### src/sv/sist_pkg.sv
// ----------------------------------------------------------------------------
// sist_pkg
// widths, codes and shared types of the sparse image sector translator
// ----------------------------------------------------------------------------
package sist_pkg;

    // field widths
    localparam int SECTOR_W     = 40;
    localparam int SECTOR_SHIFT = 9;
    localparam int OFS_W        = SECTOR_W + SECTOR_SHIFT;
    localparam int WIDX_W       = 12;
    localparam int VAL_W        = 32;
    localparam int EB_W         = 32;
    localparam int ES_W         = 24;
    localparam int BS_W         = 24;
    localparam int DOFS_W       = 32;
    localparam int CENT_W       = 13;
    localparam int WITHIN_W     = EB_W - SECTOR_SHIFT;
    localparam int BIT_W        = 3;
    localparam int BMP_OFS_W    = WITHIN_W - BIT_W;
    localparam int SPAN_W       = ES_W + 1;
    localparam int PROD_W       = VAL_W + SPAN_W;
    localparam int ADDR_W       = 64;
    localparam int STATUS_W     = 2;
    localparam int CFG_IDX_W    = 3;
    localparam int CFG_DATA_W   = 32;

    localparam logic [VAL_W-1:0] SLOT_UNALLOC = 32'hffff_ffff;

    // configuration register indexes
    localparam logic [CFG_IDX_W-1:0] CFG_EXTENT_BYTES    = 3'd0;
    localparam logic [CFG_IDX_W-1:0] CFG_EXTENT_SECTORS  = 3'd1;
    localparam logic [CFG_IDX_W-1:0] CFG_BITMAP_SECTORS  = 3'd2;
    localparam logic [CFG_IDX_W-1:0] CFG_DATA_START      = 3'd3;
    localparam logic [CFG_IDX_W-1:0] CFG_CATALOG_ENTRIES = 3'd4;

    // configuration reset values
    localparam logic [EB_W-1:0]   RST_EXTENT_BYTES    = 32'd65536;
    localparam logic [ES_W-1:0]   RST_EXTENT_SECTORS  = 24'd128;
    localparam logic [BS_W-1:0]   RST_BITMAP_SECTORS  = 24'd1;
    localparam logic [DOFS_W-1:0] RST_DATA_START      = 32'd512;
    localparam logic [CENT_W-1:0] RST_CATALOG_ENTRIES = 13'd0;

    typedef enum logic {
        OP_WRITE     = 1'b0,
        OP_TRANSLATE = 1'b1
    } t_op;

    typedef enum logic [STATUS_W-1:0] {
        ST_MAPPED  = 2'd0,
        ST_UNALLOC = 2'd1,
        ST_OUTSIDE = 2'd2,
        ST_WRITTEN = 2'd3
    } t_status;

    // beat control carried through the divider
    typedef struct packed {
        t_op               op;
        logic              bad;
        logic [WIDX_W-1:0] widx;
        logic [VAL_W-1:0]  wval;
    } t_ctl;

    // catalog lookup result
    typedef struct packed {
        t_op                 op;
        logic                outside;
        logic [VAL_W-1:0]    slot;
        logic [WITHIN_W-1:0] ext_sec;
    } t_look;

endpackage

### src/sv/sist_div.sv
// ----------------------------------------------------------------------------
// sist_div
// pipelined restoring divider: extent index and sector within extent
// ----------------------------------------------------------------------------
module sist_div #(
    parameter int IDX_W = 12
) (
    input  logic                          i_clk,
    input  logic                          i_rst_n,
    input  logic                          i_valid,
    output logic                          o_stall,
    input  logic                          i_operation,
    input  logic [sist_pkg::WIDX_W-1:0]   i_entry_index,
    input  logic [sist_pkg::VAL_W-1:0]    i_entry_value,
    input  logic [sist_pkg::SECTOR_W-1:0] i_sector,
    input  logic [sist_pkg::EB_W-1:0]     i_extent_bytes,
    output logic                          o_valid,
    input  logic                          i_stall,
    output sist_pkg::t_ctl                o_ctl,
    output logic [IDX_W-1:0]              o_q,
    output logic [sist_pkg::WITHIN_W-1:0] o_within
);
    import sist_pkg::*;

    localparam int DW = (OFS_W > EB_W + IDX_W) ? OFS_W : EB_W + IDX_W;
    localparam int NS = IDX_W + 1;

    logic [NS-1:0]    r_v;
    logic [NS-1:0]    ld;
    t_ctl             r_ctl [NS];
    logic [DW-1:0]    r_rem [NS];
    logic [IDX_W-1:0] r_q   [NS];

    logic [OFS_W-1:0] offset;
    logic [DW-1:0]    lim;
    logic             bad;
    logic [DW-1:0]    sh    [NS];
    logic [NS-1:0]    ge;

    // quotient must fit the index width, else the beat is outside the catalog
    always_comb begin
        offset = OFS_W'(i_sector) << SECTOR_SHIFT;
        lim    = DW'(i_extent_bytes) << IDX_W;
        bad    = (i_extent_bytes == '0) || (DW'(offset) >= lim);
    end

    // one quotient bit per stage, msb first
    always_comb begin
        sh[0] = '0;
        ge[0] = 1'b0;
        for (int s = 1; s < NS; s++) begin
            sh[s] = DW'(i_extent_bytes) << (IDX_W - s);
            ge[s] = r_rem[s-1] >= sh[s];
        end
    end

    // a stage loads when empty or when the next one moves
    always_comb begin
        ld[NS-1] = !r_v[NS-1] || !i_stall;
        for (int k = NS - 2; k >= 0; k--) begin
            ld[k] = !r_v[k] || ld[k+1];
        end
    end

    always_ff @(posedge i_clk) begin
        if (!i_rst_n) begin
            r_v <= '0;
        end else begin
            if (ld[0]) begin
                r_v[0] <= i_valid;
            end
            for (int k = 1; k < NS; k++) begin
                if (ld[k]) begin
                    r_v[k] <= r_v[k-1];
                end
            end
        end
    end

    always_ff @(posedge i_clk) begin
        if (ld[0]) begin
            r_ctl[0] <= '{op: t_op'(i_operation), bad: bad,
                          widx: i_entry_index, wval: i_entry_value};
            r_rem[0] <= DW'(offset);
            r_q[0]   <= '0;
        end
        for (int s = 1; s < NS; s++) begin
            if (ld[s]) begin
                r_ctl[s] <= r_ctl[s-1];
                r_rem[s] <= ge[s] ? (r_rem[s-1] - sh[s]) : r_rem[s-1];
                r_q[s]   <= (r_q[s-1] << 1) | IDX_W'(ge[s]);
            end
        end
    end

    assign o_stall  = !ld[0];
    assign o_valid  = r_v[NS-1];
    assign o_ctl    = r_ctl[NS-1];
    assign o_q      = r_q[NS-1];
    assign o_within = r_rem[NS-1][SECTOR_SHIFT +: WITHIN_W];

endmodule

### config.mk
export PLATFORM = sky130hd
export DESIGN_NAME = sist_div
export DESIGN_NICKNAME = d
export VERILOG_FILES = /design/src/sv/sist_pkg.sv /design/src/sv/sist_div.sv
export SDC_FILE = /design/constraint.sdc
export NUM_CORES = 2
export LEC_CHECK = 0
export BUFFER_PORTS_ARGS = -buffer_cell sky130_fd_sc_hd__buf_2
export CAP_MARGIN = 20
export CORE_MARGIN = 2
export CORE_UTILIZATION = 65
export CTS_CLUSTER_DIAMETER = 80
export CTS_CLUSTER_SIZE = 20
export DETAILED_ROUTE_END_ITERATION = 10
export PLACE_DENSITY_LB_ADDON = 0.3
export SETUP_SLACK_MARGIN = 0.3
export SLEW_MARGIN = 10
export SYNTH_ARGS = -nofsm -noshare
export SYNTH_HDL_FRONTEND = slang
export SYNTH_SLANG_ARGS = --single-unit
### constraint.sdc
create_clock -name i_clk -period 11.05 [get_ports i_clk]
set_clock_uncertainty 0.15 [all_clocks]
set_input_delay 0.5525 -clock i_clk [delete_from_list [all_inputs] [get_ports i_clk]]
set_output_delay 0.5525 -clock i_clk [all_outputs]
set_load 0.005 [all_outputs]
### Word level (Yosys, flattened, before mapping)

Memory sizes are Yosys's and may differ from the RTL's.
Index checks and enable logic that the tools add are counted.

| operators by class | value |
|---|---|
| add/subtract/negate cells | 12 |
| multiply operators | 0 |
| div/mod/pow operators | 0 |
| magnitude comparators | 13 |
| equal/unequal tests | 0 |
| shift operators | 0 |
| mux-type cells | 38 |
| bitwise operators | 12 |
| reductions and logical operators | 30 |

Operators by type and width:

| operator | count |
|---|---|
| $mux W49 | 12 |
| $or A12 B1 Y12 | 12 |
| $ge A49 B32 Y1 | 1 |
| $ge A49 B33 Y1 | 1 |
| $ge A49 B34 Y1 | 1 |
| $ge A49 B35 Y1 | 1 |
| $ge A49 B36 Y1 | 1 |
| $ge A49 B37 Y1 | 1 |
| $ge A49 B38 Y1 | 1 |
| $ge A49 B39 Y1 | 1 |
| $ge A49 B40 Y1 | 1 |
| $ge A49 B41 Y1 | 1 |
| $ge A49 B42 Y1 | 1 |
| $ge A49 B43 Y1 | 1 |
| $ge A49 B44 Y1 | 1 |
| $sub A49 B32 Y49 | 1 |
| $sub A49 B33 Y49 | 1 |
| $sub A49 B34 Y49 | 1 |
| $sub A49 B35 Y49 | 1 |
| $sub A49 B36 Y49 | 1 |
| $sub A49 B37 Y49 | 1 |
| $sub A49 B38 Y49 | 1 |
| $sub A49 B39 Y49 | 1 |
| $sub A49 B40 Y49 | 1 |
| 7 further kinds | 59 |

| storage, ports and cells | value |
|---|---|
| register bits after elaboration | 13 |
| bits in latches | 0 |
| memory bits (writable) | 1391 |
| memory bits (read-only) | 0 |
| input port bits | 121 |
| output and inout port bits | 83 |
| word-level logic and storage cells | 121 |
| memories | 3 |

Memories:

| name | words | width | rd ports | clocked after Yosys merged registers in | write ports | line | text |
|---|---|---|---|---|---|---|---|
| r_rem | 13 | 49 | 13 | 0 | 13 | sist_div.sv:31 | `logic [DW-1:0] r_rem [NS];` |
| r_ctl | 13 | 46 | 13 | 0 | 13 | sist_div.sv:30 | `t_ctl r_ctl [NS];` |
| r_q | 13 | 12 | 13 | 0 | 13 | sist_div.sv:32 | `logic [IDX_W-1:0] r_q [NS];` |

### Longest topological paths before layout

| depth | value |
|---|---|
| depth after elaboration | 16 |
| depth in mapped cells | 16 |
| depth with buffers taken out | 14 |

### Least setup slack after synthesis

No wires, ideal clock.

| timing | value |
|---|---|
| kind | input-to-reg |
| from | input port i_stall |
| to | memory r_ctl[0][0] in the netlist's numbering, enable pin |
| library setup time | 0.440 ns |
| arrival | 5.327 ns |
| required time | 10.460 ns |
| setup slack | 5.133 ns |
| stages | 8 |
| path buffers | 0 |
| cell sequence | nand2_1 > nor2_1 > and2_1 > and3_1 > and3_1 > and3_1 > and2_1 > inv_1 |

RTL lines:

| element | line | text |
|---|---|---|
| start, declared | sist_div.sv:18 | `input logic i_stall,` |
| end, declared | sist_div.sv:30 |  |

==> qor.yml <==
synth:
  yosys-top-cells-area: "edfxtp_1 56%, ha_1 8.0%, a21oi_1 3.8%"
  avgSynthCellArea_sq_um: 11.8
  synth_ff_type: "edfxtp_1"
  synth.yosys.seq_area_share_pct: 56.8
  syn-num-nets: 6020
  synth.distinct_cells: 106
  async_flop_share_pct: 0
  ys_seq_elements: 1228
  synth_top_area_share_pct: 56.4
  netlist_area_sq_um: 64700
  ys_warn_count: 0
  synth.largest_area_cell: "edfxtp_1"
  syn_inst: 5473
  synth-edff-count: 1215
placement:
  post-place-cells: 6835
  place.gp.congestion: 0.956
  placed_area_sq_um: 67100
  numPortBuffers: 203
  hpwl_microns: 112000
power_and_ir_drop:
  p_leak_nw: 27.0
  power_w: 0.0178
  ir_drop_mv: 0.181
  p_per_area_nw_per_um2: 253
sta:
  worst_pin_slew_ps: 1040
  rsz0062_at_grt: "false"
  drv_slew: 0
  fin_crit_ps: 4990
  hold_violations: 0
  relSlewSlack_pct: 30.6
  final.period_utilization_pct: 45.1
  tns_ps: 0
  finalSetupViolCount: 0
  max_freq_mhz: 200
final_layout:
  fill_cells: 6893
  final_cells: 7033
  area_growth_pct: 8.61
  layout.nets: 6261
  drive_above_1_share_pct: 8.96
  final_common_cell: "edfxtp_1"
  fin_util_pct: 71.3
  finalInstanceArea_sq_um: 70300
  regArea_sq_um: 36700
  layout_common_cells: "1215 x edfxtp_1, 489 x a21oi_1, 470 x nand2_1"
  multi_input_area_sq_um: 26700
run_status:
  status: "finished, final reports clean"
clock_tree:
  htreeDepth: 3
  holdBufCountCts: 86
  cts_buffers: 78
  cts_tree: "built"
  post-cts-setup-buffer-count: 0
  cts.clk_slew.worst_paths_ps: 90
  clockBufferDepth: 3
  insertion_delay_ps: 680
  cts_root_buffer: "clkbuf_16"
  cts-resized-gates: 0
  cts.sinks: 1228
floorplan:
  die_area_sq_um: 102000
  die_h_microns: 320
  rows: 115
  ios: 204
  start_util_pct: 65.7
  die_w_microns: 320
  core_area_sq_um: 98600
drt:
  drt_wl_total_microns: 163000
  first_pass_iters: 7
  ant_nets: 0
  wl_per_cell_microns: 23.2
  dr_total_vias: 45096
  drt-initial-drc-count: 4277
  drc: 0
  viasPerCell: 6.41
grt:
  antenna_found_initial: 2
  grt.overflow.total: 0
  grt_pass1_wl_microns: 250000
  grt_max_degree: 71
  grt_use_total_pct: 31.8
  grt_pass1_vias: 43910
worst_setup_path:
  cp.arrival_ps: 5300
  required_ps: 11360
  start_kind: "register"
  setup.worst_path.class: "reg2reg"
  cp_max_fo: 38
  crit_path_end_kind: "register"
job:
  drv_cap: 0
worst_hold_path:
  min_path_type: "in2reg"
## cells by family after synthesis
logic type               count (synthesis)  synth area share [%]
AO/OA/AOI/OAI                         1514                  14.7
multiplexers                            70                  1.22
XOR/XNOR                               438                  5.93
AND/OR/NAND/NOR                       1459                  10.9
buffers and inverters                  338                  2.17
adder cells (fa/ha/maj)                426                  8.36
flip-flops                            1228                  56.8
## cell usage after synthesis (all sizes together), types with 21 or more instances
cell type and count:
buf 75, nand3 96, nor2 366, nand4 89, nand2b 61, ha 415
o211ai 30, nor3 98, o21bai 66, nand2 475, or3 28, nor4 51
a21oi 495, nor2b 49, a21o 174, o21a 57, clkbuf 113, and2 22
xor2 211, edfxtp 1215, o21ai 373, o31ai 38, and3 35, a31oi 49
xnor2 227, mux2 70, a211oi 42, a21boi 21, inv 148
## worst max-delay path, cell delays in order, from the launching register on
cell	delay [ps]
edfxtp_1	390
inv_1	70
fa_1	410
nor2b_1	230
o311ai_2	140
a311oi_2	460
a41oi_1	220
o21ai_1	360
a211oi_1	280
o31ai_4	770
buf_4	470
o211ai_1	270
nor4_1	300
xor2_1	260
## routing by layer
layer / track usage, % / routed length [microns] / part of all wire [%] / up-vias
met5: 0 / 0 / 0 / -
met4: 15.6 / 8960 / 5.5 / 0
met3: 5.25 / 11800 / 7.2 / 508
met2: 53.7 / 78600 / 48 / 1839
met1: 40.0 / 64100 / 39 / 21565
li1: - / - / - / 21184
## where the power goes
part	total (W)	switching [W]	internal [W]
Clock	0.00293	0.00158	0.00135
Combinational	0.00741	0.00430	0.00311
Sequential	0.00745	0.000826	0.00662
## through the flow
step	setup WS [ps]	hold WS, ps
after floorplan	5130	250
after global placement	5700	250
after detailed placement	5640	255
after CTS	6200	12.5
after global routing	5770	64.8
final	6060	53.9
## final cells by class
type                       count  area share, %
clock inverter                25          0.400
clock buffer                  86           2.88
inverter                     150          0.821
antenna                        1        0.00356
sequential                  1228           52.3
tap                         1287           2.29
multi-input combinational   3907           38.0
timing repair buffer         349           3.31
## registers in the layout, summed over array words and instances, names as in the netlist
signal	cells
r_ctl	598
r_rem	539
r_v	13
r_q	78
## path summary, 6_finish.rpt
kind | start | end | slack, ps | cells after the start
worst max-delay path | r_rem[4][8]$_SDFFCE_PN0P_ | r_rem[5][43]$_DFFE_PP_ | 6060 | 13
worst min-delay path | i_stall | r_v[12]$_SDFFE_PN0P_ | 50 | 3
worst max register to register | r_rem[4][8]$_SDFFCE_PN0P_ | r_rem[5][43]$_DFFE_PP_ | 6060 | 13
worst min register to register | r_ctl[1][98]$_DFFE_PP_ | r_ctl[1][144]$_DFFE_PP_ | 260 | 0
Note: power is estimated with default switching activity, not from simulation.
