### src/sv/sist_pkg.sv
// ----------------------------------------------------------------------------
// sist_pkg
// widths, codes and shared types of the sparse image sector translator
// ----------------------------------------------------------------------------
package sist_pkg;

    // field widths
    localparam int SECTOR_W     = 40;
    localparam int SECTOR_SHIFT = 9;
    localparam int OFS_W        = SECTOR_W + SECTOR_SHIFT;
    localparam int WIDX_W       = 12;
    localparam int VAL_W        = 32;
    localparam int EB_W         = 32;
    localparam int ES_W         = 24;
    localparam int BS_W         = 24;
    localparam int DOFS_W       = 32;
    localparam int CENT_W       = 13;
    localparam int WITHIN_W     = EB_W - SECTOR_SHIFT;
    localparam int BIT_W        = 3;
    localparam int BMP_OFS_W    = WITHIN_W - BIT_W;
    localparam int SPAN_W       = ES_W + 1;
    localparam int PROD_W       = VAL_W + SPAN_W;
    localparam int ADDR_W       = 64;
    localparam int STATUS_W     = 2;
    localparam int CFG_IDX_W    = 3;
    localparam int CFG_DATA_W   = 32;

    localparam logic [VAL_W-1:0] SLOT_UNALLOC = 32'hffff_ffff;

    // configuration register indexes
    localparam logic [CFG_IDX_W-1:0] CFG_EXTENT_BYTES    = 3'd0;
    localparam logic [CFG_IDX_W-1:0] CFG_EXTENT_SECTORS  = 3'd1;
    localparam logic [CFG_IDX_W-1:0] CFG_BITMAP_SECTORS  = 3'd2;
    localparam logic [CFG_IDX_W-1:0] CFG_DATA_START      = 3'd3;
    localparam logic [CFG_IDX_W-1:0] CFG_CATALOG_ENTRIES = 3'd4;

    // configuration reset values
    localparam logic [EB_W-1:0]   RST_EXTENT_BYTES    = 32'd65536;
    localparam logic [ES_W-1:0]   RST_EXTENT_SECTORS  = 24'd128;
    localparam logic [BS_W-1:0]   RST_BITMAP_SECTORS  = 24'd1;
    localparam logic [DOFS_W-1:0] RST_DATA_START      = 32'd512;
    localparam logic [CENT_W-1:0] RST_CATALOG_ENTRIES = 13'd0;

    typedef enum logic {
        OP_WRITE     = 1'b0,
        OP_TRANSLATE = 1'b1
    } t_op;

    typedef enum logic [STATUS_W-1:0] {
        ST_MAPPED  = 2'd0,
        ST_UNALLOC = 2'd1,
        ST_OUTSIDE = 2'd2,
        ST_WRITTEN = 2'd3
    } t_status;

    // beat control carried through the divider
    typedef struct packed {
        t_op               op;
        logic              bad;
        logic [WIDX_W-1:0] widx;
        logic [VAL_W-1:0]  wval;
    } t_ctl;

    // catalog lookup result
    typedef struct packed {
        t_op                 op;
        logic                outside;
        logic [VAL_W-1:0]    slot;
        logic [WITHIN_W-1:0] ext_sec;
    } t_look;

endpackage

### src/sv/sist_addr.sv
// ----------------------------------------------------------------------------
// sist_addr
// status decode and image address arithmetic, three stages
// ----------------------------------------------------------------------------
module sist_addr (
    input  logic                          i_clk,
    input  logic                          i_rst_n,
    input  logic                          i_valid,
    output logic                          o_stall,
    input  sist_pkg::t_look               i_look,
    input  logic [sist_pkg::DOFS_W-1:0]   i_data_start,
    input  logic [sist_pkg::BS_W-1:0]     i_bitmap_sectors,
    input  logic [sist_pkg::SPAN_W-1:0]   i_span,
    output logic                          o_valid,
    input  logic                          i_stall,
    output logic [sist_pkg::STATUS_W-1:0] o_status,
    output logic [sist_pkg::ADDR_W-1:0]   o_bitmap_byte_address,
    output logic [sist_pkg::BIT_W-1:0]    o_bit_index,
    output logic [sist_pkg::ADDR_W-1:0]   o_block_address
);
    import sist_pkg::*;

    localparam int NS = 3;

    logic [NS-1:0] r_v;
    logic [NS-1:0] ld;

    // stage a: status and slot product
    t_status             r_a_status;
    logic [PROD_W-1:0]   r_a_prod;
    logic [WITHIN_W-1:0] r_a_within;
    // stage b: extent base and offsets
    t_status             r_b_status;
    logic [ADDR_W-1:0]   r_b_base;
    logic [BMP_OFS_W-1:0] r_b_off_bmp;
    logic [SPAN_W-1:0]   r_b_blk_sec;
    logic [BIT_W-1:0]    r_b_bit;
    // stage c: result
    t_status             r_c_status;
    logic [ADDR_W-1:0]   r_c_bmp;
    logic [BIT_W-1:0]    r_c_bit;
    logic [ADDR_W-1:0]   r_c_blk;

    t_status           n_status;
    logic [PROD_W-1:0] n_prod;
    logic              mapped;

    always_comb begin
        priority if (i_look.op == OP_WRITE) begin
            n_status = ST_WRITTEN;
        end else if (i_look.outside) begin
            n_status = ST_OUTSIDE;
        end else if (i_look.slot == SLOT_UNALLOC) begin
            n_status = ST_UNALLOC;
        end else begin
            n_status = ST_MAPPED;
        end
        n_prod = PROD_W'(i_look.slot) * PROD_W'(i_span);
        mapped = (r_b_status == ST_MAPPED);
    end

    always_comb begin
        ld[NS-1] = !r_v[NS-1] || !i_stall;
        for (int k = NS - 2; k >= 0; k--) begin
            ld[k] = !r_v[k] || ld[k+1];
        end
    end

    always_ff @(posedge i_clk) begin
        if (!i_rst_n) begin
            r_v <= '0;
        end else begin
            if (ld[0]) begin
                r_v[0] <= i_valid;
            end
            for (int k = 1; k < NS; k++) begin
                if (ld[k]) begin
                    r_v[k] <= r_v[k-1];
                end
            end
        end
    end

    always_ff @(posedge i_clk) begin
        if (ld[0]) begin
            r_a_status <= n_status;
            r_a_prod   <= n_prod;
            r_a_within <= i_look.ext_sec;
        end
        if (ld[1]) begin
            r_b_status  <= r_a_status;
            r_b_base    <= ADDR_W'(i_data_start) + (ADDR_W'(r_a_prod) << SECTOR_SHIFT);
            r_b_off_bmp <= r_a_within[WITHIN_W-1:BIT_W];
            r_b_blk_sec <= SPAN_W'(i_bitmap_sectors) + SPAN_W'(r_a_within);
            r_b_bit     <= r_a_within[BIT_W-1:0];
        end
        if (ld[2]) begin
            r_c_status <= r_b_status;
            r_c_bmp    <= mapped ? (r_b_base + ADDR_W'(r_b_off_bmp)) : '0;
            r_c_bit    <= mapped ? r_b_bit : '0;
            r_c_blk    <= mapped ? (r_b_base + (ADDR_W'(r_b_blk_sec) << SECTOR_SHIFT)) : '0;
        end
    end

    assign o_stall               = !ld[0];
    assign o_valid               = r_v[NS-1];
    assign o_status              = r_c_status;
    assign o_bitmap_byte_address = r_c_bmp;
    assign o_bit_index           = r_c_bit;
    assign o_block_address       = r_c_blk;

endmodule

### config.mk
export PLATFORM = sky130hd
export DESIGN_NAME = sist_addr
export DESIGN_NICKNAME = d
export VERILOG_FILES = /design/src/sv/sist_pkg.sv /design/src/sv/sist_addr.sv
export SDC_FILE = /design/constraint.sdc
export NUM_CORES = 2
export LEC_CHECK = 0
export BUFFER_PORTS_ARGS = -buffer_cell sky130_fd_sc_hd__buf_4
export CORE_ASPECT_RATIO = 0.6
export CORE_MARGIN = 5
export CORE_UTILIZATION = 49
export CTS_CLUSTER_DIAMETER = 150
export CTS_CLUSTER_SIZE = 24
export DETAILED_ROUTE_END_ITERATION = 12
export PLACE_DENSITY = 0.7
export REMOVE_ABC_BUFFERS = 1
export SLEW_MARGIN = 5
export SYNTH_ARGS = -nofsm -noshare
export SYNTH_HDL_FRONTEND = slang
export SYNTH_SLANG_ARGS = --single-unit
### constraint.sdc
create_clock -name i_clk -period 13.03 [get_ports i_clk]
set_input_delay 3.909 -clock i_clk [delete_from_list [all_inputs] [get_ports i_clk]]
set_output_delay 3.909 -clock i_clk [all_outputs]
set_load 0.02 [all_outputs]
# Yosys cells after proc, flatten, opt, wreduce, memory -nomap -nowiden
# Index checks and enable logic that the tools add are counted.
# totals
register_bits,330
in_bits,142
output_inout_bits,135
wordCells,35
# op_classes
n_addsub,4
n_mul,1
n_eq_ne,1
n_mux,2
n_bitwise,1
reduce_logical,10
# op_table
op,count
$add 32x64->64,1
$add 64x20->64,1
$add 64x34->64,1
$mul 32x25->55,1
$eq 32x32->1 const B,1
$add 24x23->25,1
$logic_not 1->1,5
$logic_or 1x1->1,3
$logic_not 2->1,1
$mux 1,2
$reduce_or 2->1,1
$not 1->1,1

# Depth between registers and ports, before layout
# depth
word_depth,5
ltp_mapped,26
mapped_depth_nobuf,24

# Least setup slack after synthesis
# OpenSTA, ideal clock, no wires.
# synth_timing
path_type,input to register
startpoint,input i_span[4] (netlist name)
endpoint,"register r_a_prod[52], data pin"
setup_time_ps,258
arrival_ps,10082
required_time_ps,12772
path_slack_ps,2690
stages,25
path_buffers,2
path_cell_list,clkbuf_1 nand2_1 fa_1 inv_1 fa_1 inv_1 fa_1 fa_1 inv_1 fa_1 fa_1 inv_1 fa_1 inv_1 ha_1 buf_6 a21o_1 a21o_1 a21o_1 or4_1 a31oi_2 nor2_2 a211o_1 a21oi_2 xnor2_1
# synth_between
elab_chain_len,1
# synth_lines
item,line,rtl
from (decl),sist_addr.sv:13,"input logic [sist_pkg::SPAN_W-1:0] i_span,"
$mul 32x25->55,sist_addr.sv:58,n_prod = PROD_W'(i_look.slot) * PROD_W'(i_span);
via n_prod[52],sist_addr.sv:45,logic [PROD_W-1:0] n_prod;
to (signal assigned),sist_addr.sv:87,r_a_prod <= n_prod;
to (decl),sist_addr.sv:30,logic [PROD_W-1:0] r_a_prod;
# The timed path passes the listed nets, and every way through them passes these cells.
# A chain may end at the register's enable or synchronous reset.

# Worst setup path in the final report
# layout_timing
startpoint,input i_span[10] (netlist name)
endpoint,"register r_a_prod[50], data pin"
# Same word-level chain as after synthesis.

==> results.yml <==
finish:
  fill_cells: 7804
  fin_nets: 5573
  areaGrowthSynthToFinish_pct: 7.80
  fin_cells: 5639
  drive_gt1_share_pct: 7.69
worst_setup_path:
  cp_slowest_cell: "fa_1"
  reg2reg_from: "r_b_base[0]"
  critPathMaxStageDelay_ns: 0.63
  crit_chain: "buf_4 -> nand2_1 -> fa_1 -> fa_1 -> inv_1 -> fa_1 -> fa_1 -> fa_1 -> fa_1 -> inv_1 -> fa_1 -> inv_1 -> ha_1 -> a21o_1 -> a21o_1 -> a21o_1 -> or4_1 -> a31oi_2 -> nor3_1 -> nor2_1 -> o21ai_0 -> xor2_1"
  cp_max_fo: 32
  cp-end-kind: "flop"
  crit_buf_inv: 4
  cp-start-kind: "input port"
  arrival_ns: 10.89
  path_delay_family: "adder cells"
  worst-setup-path-type: "input port to flop"
  worstPathRequired_ns: 13.29
  cp-startpoint: "i_span[10]"
  crit_path_frequent_cell: "fa_1"
route:
  first_pass_iters: 6
  post_drt_wl_per_cell_microns: 21.8
  drt_iter0_markers: 2856
  vias_per_cell: 5.54
  drc: 0
  drt-total-wl_microns: 123000
  vias: 31200
  drtAntennaViolNets: 0
floorplanning:
  num_rows: 84
  io_pins: 277
  dieArea_sq_mm: 0.0936
  chipWidth_microns: 392
  start_util_pct: 49.2
  coreArea_sq_mm: 0.0871
  die_height_microns: 239
run_status:
  status: "complete, no violations"
cts:
  cts_max_level: 1
  root_buffer: "clkbuf_16"
  post_cts_buffers: 0
  cts_tree: "yes"
  cts.reportedPaths.clkPinSlew_ns: 0.10
  worstSkewPairLatency_ns: 0.53
  cts_resized: 0
  cts_sinks: 330
  clk_path_buf_depth: 3
  numCtsBuffers: 17
  ctsHoldBuffers: 0
timing:
  whs_ns: 0.419
  rsz0062_at_grt: "false"
  max_slew_margin_pct: 34.1
  min_period_ns: 10.63
  fin_skew_ns: 0.0372
  drv_slew: 0
  setup_tns_ns: 0
  tightest_slew_ns: 0.988
  min_period_over_period_pct: 81.6
  setup_viol: 0
  hold_viol_final: 0
  max_freq_ghz: 0.0941
global_route:
  track_usage_pct: 26.4
  grt_overflow: 0
  grt_max_degree: 85
  antenna_found_initial: 3
  grt_pass1_vias: 31300
  grt_pass1_wl_microns: 191000
synth:
  syn_area_per_cell_sq_um: 9.83
  synth_edf_count: 327
  ys_types: 78
  synthArstFlopShare_pct: 0
  netlist_area_sq_mm: 0.0428
  synth_warnings: 0
  netlist.area_leader.share_pct: 32.2
  synth_area_leaders: "fa_1 32%, edfxtp_1 23%, ha_1 7.9%, inv_1 6.8%, and2_1 6.6%"
  synthTopCellsByCount: "773 x inv_1, 690 x fa_1, 498 x nand2_1, 450 x and2_1, 327 x edfxtp_1"
  seq_area_frac_synth_pct: 23.1
  syn_inst: 4360
  synth-seq-cells: 330
  yosys.area.top_type: "fa_1"
  synth_flop_cell: "edfxtp_1"
  yosys.cell_count.top_type: "inv_1"
worst_hold_path:
  hp-start: "r_a_status[0]"
  min_path_type: "flop to flop"
placement:
  gp_congestion: 0.955
  io_buffer_count: 276
  dp_cells: 5613
  dp_hpwl_microns: 94500
job:
  maxCapViolCount: 0
registers in the layout, summed over array words and instances, names as in the netlist:
| signal | flops |
|---|---|
| o_status | 2 |
| r_b_status | 2 |
| o_bit_index | 3 |
| r_b_base | 64 |
| r_b_off_bmp | 20 |
| r_v | 3 |
| r_a_prod | 55 |
| r_a_within | 23 |
| r_b_bit | 3 |
| o_block_address | 64 |
| r_b_blk_sec | 25 |
| o_bitmap_byte_address | 64 |
| r_a_status | 2 |
metrics by stage:
stage	setup WS [ns]	utilization, %	instance area (sq um)
floorplan	2.85	-	42100
global placement	2.08	52.5	45700
detailed placement	1.97	52.5	45700
CTS	2.54	53.0	46200
global route	2.19	53.0	46200
finish	2.40	53.0	46200
worst reg2reg max path, stage by stage (launching register included):
cell and delay [ns]:
edfxtp_1 0.36, ha_1 0.19, inv_1 0.06, fa_1 0.41
nor2b_1 0.15, o21ai_0 0.17, a21boi_0 0.52, o211ai_1 0.21
a21oi_1 0.29, o2111ai_2 0.42, nand2_1 0.69, nand3_1 0.18
mux2i_1 0.40
routing by layer:
layer	routed length (microns)	vias up	part of all wire, %	GRT usage (%)
li1	-	14000	-	-
met2	46600	1619	38	35.0
met3	17300	118	14	10.4
met1	57100	15500	46	41.4
met5	0	-	0	0
met4	2030	0	1.7	3.90
final timing paths:
| kind | cells after the start | end | slack [ns] |
|---|---|---|---|
| worst min register to register | 0 | r_b_status[0] | 0.42 |
| worst max-delay path | 22 | r_a_prod[50] | 2.40 |
| worst min-delay path | 0 | r_b_status[0] | 0.42 |
| worst max register to register | 12 | o_bitmap_byte_address[42] | 8.78 |
cell type report:
type / instances / area (sq um) / share of cell area (%)
Clock inverter: 1 / 8.76 / 0.0190
Multi-Input combinational cell: 3061 / 29300 / 63.5
Antenna cell: 3 / 7.51 / 0.0163
Timing Repair Buffer: 288 / 2160 / 4.68
Sequential cell: 330 / 9880 / 21.4
Clock buffer: 22 / 444 / 0.962
Inverter: 773 / 2900 / 6.29
Tap cell: 1161 / 1450 / 3.15
placed cells by master (no fill, tap or decap), types with 15 or more instances in the layout:
| master | synthesis | layout |
|---|---|---|
| mux2i_1 | 19 | 19 |
| a211oi_1 | 23 | 23 |
| inv_1 | 773 | 772 |
| a21oi_1 | 150 | 149 |
| xnor2_1 | 121 | 121 |
| ha_1 | 270 | 270 |
| nand3_1 | 89 | 89 |
| fa_1 | 690 | 690 |
| o21ai_0 | 103 | 103 |
| a31oi_1 | 17 | 17 |
| o21a_1 | 19 | 19 |
| edfxtp_1 | 327 | 327 |
| nor3_1 | 30 | 30 |
| o21bai_1 | 18 | 18 |
| nand4_1 | 40 | 40 |
| nor2b_1 | 25 | 25 |
| and2_1 | 450 | 450 |
| buf_4 | 3 | 288 |
| clkbuf_16 | 0 | 17 |
| or3_1 | 33 | 33 |
| and3_1 | 41 | 41 |
| nand2_1 | 498 | 496 |
| xor2_1 | 59 | 59 |
| nand2b_1 | 15 | 15 |
| nor2_1 | 149 | 148 |
| o211ai_1 | 15 | 15 |
| a21o_1 | 61 | 61 |
cells by family (layout without fill, tap and decap cells):
| kind of cell | count (synthesis) | count (layout) | synth area share [%] |
|---|---|---|---|
| simple gates | 1410 | 1410 | 16.6 |
| buf+inv | 969 | 1084 | 8.56 |
| flops | 330 | 330 | 23.1 |
| compound gates | 492 | 492 | 7.52 |
| other cells | 0 | 3 | 0 |
| mux | 19 | 19 | 0.444 |
| fa+ha+maj | 960 | 960 | 40.1 |
| xor+xnor | 180 | 180 | 3.68 |
Power is not shown: default switching activity piles up to over one toggle a cycle in this logic, so the estimate is an artifact.
